### config.mk
export PLATFORM = sky130hd
export DESIGN_NAME = utf8_decoder_with_raw_fallback_top
export DESIGN_NICKNAME = d
export VERILOG_FILES = /design/src/rtl/utf8d_pkg.sv /design/src/rtl/utf8_decoder_with_raw_fallback_top.sv /design/src/rtl/utf8d_ctrl.sv /design/src/rtl/utf8d_dp.sv
export SDC_FILE = /design/constraint.sdc
export NUM_CORES = 1
export LEC_CHECK = 0
export BUFFER_PORTS_ARGS = -buffer_cell sky130_fd_sc_hd__buf_2
export CORE_MARGIN = 3
export CORE_UTILIZATION = 40
export CTS_CLUSTER_DIAMETER = 100
export DETAILED_ROUTE_END_ITERATION = 12
export PLACE_DENSITY = 0.66
export SLEW_MARGIN = 20
export SYNTH_ARGS = -nofsm -noshare
export SYNTH_HDL_FRONTEND = slang
export SYNTH_SLANG_ARGS = --single-unit
### constraint.sdc
create_clock -name clock -period 7 [get_ports clock]
set_input_delay 1.4 -clock clock [delete_from_list [all_inputs] [get_ports clock]]
set_output_delay 1.4 -clock clock [all_outputs]
set_load 0.02 [all_outputs]
### src/rtl/utf8d_pkg.sv
`timescale 1ns / 1ps
package utf8d_pkg;

   localparam int unsigned StoreDepth = 4;

   localparam logic [1:0] CLASS_ASCII   = 2'd0;
   localparam logic [1:0] CLASS_CONTROL = 2'd1;
   localparam logic [1:0] CLASS_UNICODE = 2'd2;
   localparam logic [1:0] CLASS_RAW     = 2'd3;

   localparam logic [2:0] LEN_NONE = 3'd0;
   localparam logic [2:0] LEN_ONE  = 3'd1;
   localparam logic [2:0] LEN_TWO  = 3'd2;
   localparam logic [2:0] LEN_THREE = 3'd3;
   localparam logic [2:0] LEN_FOUR = 3'd4;

   typedef logic [StoreDepth-1:0][7:0] pend_type;

   // what the head of the pending store yields
   typedef struct packed {
      logic        emit;
      logic [2:0]  len;
      logic [20:0] cp;
      logic [1:0]  cls;
   } dec_type;

   // controller to datapath
   typedef struct packed {
      logic load;
      logic issue;
   } cmd_type;

   // datapath to controller
   typedef struct packed {
      logic emit;
      logic more;
      logic out_free;
   } sts_type;

   function automatic logic [2:0] lead_len(input logic [7:0] lead);
      logic [2:0] len;
      if (lead[7] == 1'b0) len = LEN_ONE;
      else if (lead[7:5] == 3'b110) len = LEN_TWO;
      else if (lead[7:4] == 4'b1110) len = LEN_THREE;
      else if (lead[7:3] == 5'b11110) len = LEN_FOUR;
      else len = LEN_NONE;
      return len;
   endfunction

   function automatic logic [1:0] class_of(input logic [20:0] cp);
      logic [1:0] cls;
      if (cp <= 21'h1F || (cp >= 21'h7F && cp <= 21'h9F)) cls = CLASS_CONTROL;
      else if (cp < 21'h7F) cls = CLASS_ASCII;
      else cls = CLASS_UNICODE;
      return cls;
   endfunction

   function automatic dec_type decide(input pend_type b, input logic [2:0] cnt,
                                      input logic fin);
      dec_type    d;
      logic [2:0] len;
      logic       ok;
      logic [20:0] cp;
      d   = '0;
      len = lead_len(b[0]);
      ok  = (len != LEN_NONE);
      for (int i = 1; i < StoreDepth; i++) begin
         if (3'(i) < len && 3'(i) < cnt && b[i][7:6] != 2'b10) ok = 1'b0;
      end
      unique case (len)
         LEN_TWO:   cp = {10'd0, b[0][4:0], b[1][5:0]};
         LEN_THREE: cp = {5'd0, b[0][3:0], b[1][5:0], b[2][5:0]};
         LEN_FOUR:  cp = {b[0][2:0], b[1][5:0], b[2][5:0], b[3][5:0]};
         default:   cp = {14'd0, b[0][6:0]};
      endcase
      if (cnt == 3'd0) begin
         d.emit = 1'b0;
      end else if (ok && cnt >= len) begin
         d.emit = 1'b1;
         d.len  = len;
         d.cp   = cp;
         d.cls  = class_of(cp);
      end else if (!ok || fin) begin
         d.emit = 1'b1;
         d.len  = LEN_ONE;
         d.cp   = {13'd0, b[0]};
         d.cls  = CLASS_RAW;
      end
      return d;
   endfunction

   function automatic pend_type drop_head(input pend_type b, input logic [2:0] len);
      pend_type   r;
      logic [2:0] idx;
      r = b;
      for (int i = 0; i < StoreDepth; i++) begin
         idx = 3'(i) + len;
         if (idx < 3'(StoreDepth)) r[i] = b[idx[1:0]];
      end
      return r;
   endfunction

endpackage

### src/rtl/utf8_decoder_with_raw_fallback_top.sv
`timescale 1ns / 1ps
// channel | direction | handshake           | payload
// req     | in        | req_valid/req_ready | req_in_byte[7:0], req_final_byte
// rsp     | out       | rsp_valid/rsp_ready | rsp_code_point[20:0], rsp_char_class[1:0],
//         |           |                     | rsp_byte_count[2:0], rsp_last_of_run
//
// a byte enters in idle; the scan loop then retires the results it causes (0 to 4), one
// pattern from the pending store per cycle while the output register is free, and goes
// back to idle when no further pattern is ready or when the byte causes none
// reset is synchronous, active high; it empties the pending store and the output register
// a result waits in the output register while the next byte is taken; a stalled rsp
// side holds the scan until the register frees
module utf8_decoder_with_raw_fallback_top
   import utf8d_pkg::*;
(
   input  logic        clock,
   input  logic        reset,
   input  logic        req_valid,
   output logic        req_ready,
   input  logic [7:0]  req_in_byte,
   input  logic        req_final_byte,
   output logic        rsp_valid,
   input  logic        rsp_ready,
   output logic [20:0] rsp_code_point,
   output logic [1:0]  rsp_char_class,
   output logic [2:0]  rsp_byte_count,
   output logic        rsp_last_of_run
);

   // command and status between controller and datapath
   cmd_type cmd;
   sts_type sts;

   // sequencer: idle (takes a byte) and scan (retires patterns)
   utf8d_ctrl u_ctrl (
      .clock     (clock),
      .reset     (reset),
      .req_valid (req_valid),
      .req_ready (req_ready),
      .sts       (sts),
      .cmd       (cmd)
   );

   // pending store, pattern match and decode, output register
   utf8d_dp u_dp (
      .clock           (clock),
      .reset           (reset),
      .cmd             (cmd),
      .sts             (sts),
      .req_in_byte     (req_in_byte),
      .req_final_byte  (req_final_byte),
      .rsp_valid       (rsp_valid),
      .rsp_ready       (rsp_ready),
      .rsp_code_point  (rsp_code_point),
      .rsp_char_class  (rsp_char_class),
      .rsp_byte_count  (rsp_byte_count),
      .rsp_last_of_run (rsp_last_of_run)
   );

endmodule

### src/rtl/utf8d_ctrl.sv
`timescale 1ns / 1ps
module utf8d_ctrl
   import utf8d_pkg::*;
(
   input  logic    clock,
   input  logic    reset,
   input  logic    req_valid,
   output logic    req_ready,
   input  sts_type sts,
   output cmd_type cmd
);

   typedef enum logic [1:0] {
      ST_IDLE = 2'b01,
      ST_SCAN = 2'b10
   } state_type;

   state_type state_ff, state_in;

   always_comb begin
      state_in  = state_ff;
      cmd       = '0;
      req_ready = 1'b0;
      unique case (state_ff)
         ST_IDLE: begin
            req_ready = 1'b1;
            if (req_valid) begin
               cmd.load = 1'b1;
               state_in = ST_SCAN;
            end
         end
         ST_SCAN: begin
            if (!sts.emit) begin
               state_in = ST_IDLE;
            end else if (sts.out_free) begin
               cmd.issue = 1'b1;
               if (!sts.more) state_in = ST_IDLE;
            end
         end
         default: state_in = ST_IDLE;
      endcase
   end

   always_ff @(posedge clock) begin
      if (reset) state_ff <= ST_IDLE;
      else state_ff <= state_in;
   end

endmodule

### src/rtl/utf8d_dp.sv
`timescale 1ns / 1ps
module utf8d_dp
   import utf8d_pkg::*;
(
   input  logic        clock,
   input  logic        reset,
   input  cmd_type     cmd,
   output sts_type     sts,
   input  logic [7:0]  req_in_byte,
   input  logic        req_final_byte,
   output logic        rsp_valid,
   input  logic        rsp_ready,
   output logic [20:0] rsp_code_point,
   output logic [1:0]  rsp_char_class,
   output logic [2:0]  rsp_byte_count,
   output logic        rsp_last_of_run
);

   pend_type    pend_ff, pend_in;
   logic [2:0]  cnt_ff, cnt_in;
   logic        fin_ff, fin_in;
   logic        out_valid_ff, out_valid_in;
   logic [20:0] cp_ff, cp_in;
   logic [1:0]  cls_ff, cls_in;
   logic [2:0]  bc_ff, bc_in;
   logic        last_ff, last_in;

   dec_type     dec_now, dec_next;
   pend_type    shifted;

   always_comb begin
      dec_now  = decide(pend_ff, cnt_ff, fin_ff);
      shifted  = drop_head(pend_ff, dec_now.len);
      dec_next = decide(shifted, cnt_ff - dec_now.len, fin_ff);
   end

   assign sts.emit     = dec_now.emit;
   assign sts.more     = dec_next.emit;
   assign sts.out_free = !out_valid_ff || rsp_ready;

   always_comb begin
      pend_in      = pend_ff;
      cnt_in       = cnt_ff;
      fin_in       = fin_ff;
      out_valid_in = out_valid_ff && !rsp_ready;
      cp_in        = cp_ff;
      cls_in       = cls_ff;
      bc_in        = bc_ff;
      last_in      = last_ff;
      if (cmd.load) begin
         // count is at most three between bytes
         pend_in[cnt_ff[1:0]] = req_in_byte;
         cnt_in               = cnt_ff + 3'd1;
         fin_in               = req_final_byte;
      end
      if (cmd.issue) begin
         pend_in      = shifted;
         cnt_in       = cnt_ff - dec_now.len;
         out_valid_in = 1'b1;
         cp_in        = dec_now.cp;
         cls_in       = dec_now.cls;
         bc_in        = dec_now.len;
         last_in      = !dec_next.emit;
      end
   end

   always_ff @(posedge clock) begin
      if (reset) begin
         cnt_ff       <= 3'd0;
         fin_ff       <= 1'b0;
         out_valid_ff <= 1'b0;
      end else begin
         cnt_ff       <= cnt_in;
         fin_ff       <= fin_in;
         out_valid_ff <= out_valid_in;
      end
   end

   always_ff @(posedge clock) begin
      pend_ff <= pend_in;
      cp_ff   <= cp_in;
      cls_ff  <= cls_in;
      bc_ff   <= bc_in;
      last_ff <= last_in;
   end

   assign rsp_valid       = out_valid_ff;
   assign rsp_code_point  = cp_ff;
   assign rsp_char_class  = cls_ff;
   assign rsp_byte_count  = bc_ff;
   assign rsp_last_of_run = last_ff;

endmodule

==> results.sh <==
export IMPL_synth_edf_count=59
export IMPL_clkTransAtPathRegs_ps=60
export IMPL_grt_max_degree=43
export IMPL_max_clock_path_buffers=2
export IMPL_cap_violations=0
export IMPL_io_buffers=41
export IMPL_postLayoutCoreUtil_pct=46.9
export IMPL_via_per_inst=6.55
export IMPL_n_antenna_cell=0
export IMPL_hold_viol=0
export IMPL_cts_hold_buf=0
export IMPL_cp_required_ps=7290
export IMPL_first_global_vias=3992
export IMPL_antenna_found_initial=0
export IMPL_r2r_start="u_dp.pend_ff[6]"
export IMPL_synth_distinct_cells=67
export IMPL_fin_crit_ps=5690
export IMPL_cp_start_kind="register"
export IMPL_dr_pass1_iters=5
export IMPL_worst_pin_slew_ps=969
export IMPL_synth_fp_nets=501
export IMPL_rsz0062_at_grt="no"
export IMPL_die_area_um2=12900
export IMPL_nets=524
export IMPL_dp_slack_ps=1470
export IMPL_rows=38
export IMPL_fin_tns_setup_ps=0
export IMPL_root_buffer="clkbuf_16"
export IMPL_status="completed"
export IMPL_cellPowerDensity_nw_per_um2=476
export IMPL_finalPower_mw=2.46
export IMPL_cts_setup_buffers=0
export IMPL_period_share_pct=81.3
export IMPL_core_um2=11000
export IMPL_track_usage_pct=20.7
export IMPL_fmax_mhz=176
export IMPL_nFillCells=1025
export IMPL_seq_area_frac_synth_pct=41.5
export IMPL_critPathLaunch="u_dp.pend_ff[6]"
export IMPL_die_y_um=113
export IMPL_synth_area_per_cell_um2=9.77
export IMPL_dr_total_vias=4195
export IMPL_crit_path_end_kind="register"
export IMPL_finalWirelength_mm=13.0
export IMPL_cts_sinks=66
export IMPL_routedWlPerCell_um=20.3
export IMPL_dp_hpwl_mm=9.27
export IMPL_drc=0
export IMPL_io_pins=42
export IMPL_worstSkewPairLatency_ps=340
export IMPL_hp_class="register to register"
export IMPL_p_leak_nw=1.86
export IMPL_grt_pass1_wl_mm=21.0
export IMPL_async_reset_ff_share_pct=0
export IMPL_vdd_drop_max_v=0.000179
export IMPL_slew_headroom_pct=35.4
export IMPL_clock_skew_ps=6.45
export IMPL_critPathArrivalTime_ps=5980
export IMPL_start_util_pct=41.8
export IMPL_drive_gt1_share_pct=16.8
export IMPL_htreeDepth=3
export IMPL_critPathMaxFanout=23
export IMPL_maxSlewViolCount=0
export IMPL_netlist_instances=472
export IMPL_crit_type="register to register"
export IMPL_yosys_warnings=0
export IMPL_synth_flop_cell="edfxtp_1"
export IMPL_setup_viol=0
export IMPL_hp_start="u_dp.rsp_valid"
export IMPL_cts_inserted_buffers=9
export IMPL_ant_nets=0
export IMPL_area_growth_pct=12.2
export IMPL_cts_tree="yes"
export IMPL_ys_ff_latch=66
export IMPL_die_width_um=113
export IMPL_worst_slack_ps=1310
export IMPL_gp_congestion=0.943
export IMPL_drtIter0Drc=548
export IMPL_syn_area_um2=4610
export IMPL_gr_total_overflow=0
export IMPL_cts_resized=0
cell usage after synthesis, types with 5 or more instances:
| master | n | share of area [%] |
|---|---|---|
| and2_1 | 9 | 1.2 |
| o21ai_0 | 15 | 1.6 |
| and3_1 | 6 | 0.81 |
| buf_1 | 5 | 0.41 |
| dfxtp_1 | 7 | 3.0 |
| ha_1 | 15 | 4.1 |
| nor2b_1 | 9 | 1.2 |
| a222oi_1 | 5 | 1.1 |
| inv_1 | 14 | 1.1 |
| nand3_1 | 17 | 1.8 |
| nor3_1 | 6 | 0.65 |
| a32o_1 | 12 | 2.6 |
| clkbuf_1 | 21 | 1.7 |
| edfxtp_1 | 59 | 38 |
| mux4_2 | 13 | 6.4 |
| o21ai_1 | 21 | 2.3 |
| a21oi_1 | 25 | 2.7 |
| nand2_1 | 54 | 4.4 |
| mux2i_1 | 10 | 2.2 |
| a31oi_1 | 5 | 0.68 |
| a22o_1 | 6 | 1.1 |
| a22oi_1 | 12 | 2.0 |
| nor2_1 | 41 | 3.3 |
| nand2b_1 | 8 | 1.1 |
metrics by stage:
stage | hold slack, ps | std cells | cell area (µm²)
floorplan | 533 | 472 | 4610
global placement | 491 | 624 | 4880
detailed placement | 516 | 624 | 4880
CTS | 528 | 640 | 5170
global route | 560 | 640 | 5170
finish | 527 | 640 | 5170
power breakdown:
part	leakage, nW	internal [mW]	switching, mW	total (mW)
combinational	1.14	0.553	0.825	1.38
clock	0.137	0.274	0.182	0.456
sequential	0.582	0.524	0.106	0.630
critical path, stage by stage (launching register included):
cell	delay, ps
edfxtp_1	540
nand2_1	310
or3_1	520
ha_1	330
nand2_1	50
o21ai_1	500
mux2i_1	540
a21oi_4	110
inv_2	340
ha_1	840
mux2_2	420
o21ai_0	260
o2111ai_1	170
a21o_1	180
o21ai_1	130
a32o_1	220
a221o_1	150
kinds of logic after synthesis:
family	share of synthesized area, %
adder cells (fa/ha/maj)	4.50
flip-flops	41.5
buffers and inverters	4.56
AO/OA/AOI/OAI	21.8
multiplexers	9.25
AND/OR/NAND/NOR	17.3
XOR/XNOR	1.11
routing by layer:
layer	part of all wire (%)	vias up	GRT usage, %
met5	0	-	0
met4	4.3	0	10.9
met3	11	51	4.49
met2	45	304	31.1
met1	40	1987	28.1
li1	-	1853	-
worst paths after layout:
kind	endpoint	slack, ps	cells after the start
worst min register to register	u_dp.rsp_valid	530	2
worst max-delay path	u_ctrl.state_ff[0]	1310	16
worst min-delay path	u_dp.rsp_valid	530	2
worst max register to register	u_ctrl.state_ff[0]	1310	16
registers in the layout, summed over array words and instances, names as in the netlist, 2 cells and up:
register,cells
u_dp.pend_ff,32
u_dp.rsp_code_point,21
u_dp.cnt_ff,3
u_dp.rsp_byte_count,3
u_ctrl.state_ff,2
u_dp.rsp_char_class,2
area by class of cell:
type	instances	area, µm²	area share (%)
multi-input combinational	357	2490	48.2
sequential	66	1910	37.0
timing repair buffer	45	235	4.55
clock buffer	9	225	4.35
tap	140	175	3.39
clock inverter	7	70.1	1.35
inverter	16	60.1	1.16
layout by cell type, fill, tap and decap left out, drive strengths merged, types with 13 or more instances in the layout:
master / synthesis / final
a21oi: 26 / 26
buf: 12 / 45
edfxtp: 59 / 59
ha: 15 / 15
inv: 16 / 16
mux4: 13 / 13
nand2: 54 / 54
nand3: 17 / 17
nor2: 41 / 41
o21ai: 36 / 36
(Power assumes the default switching activity.)
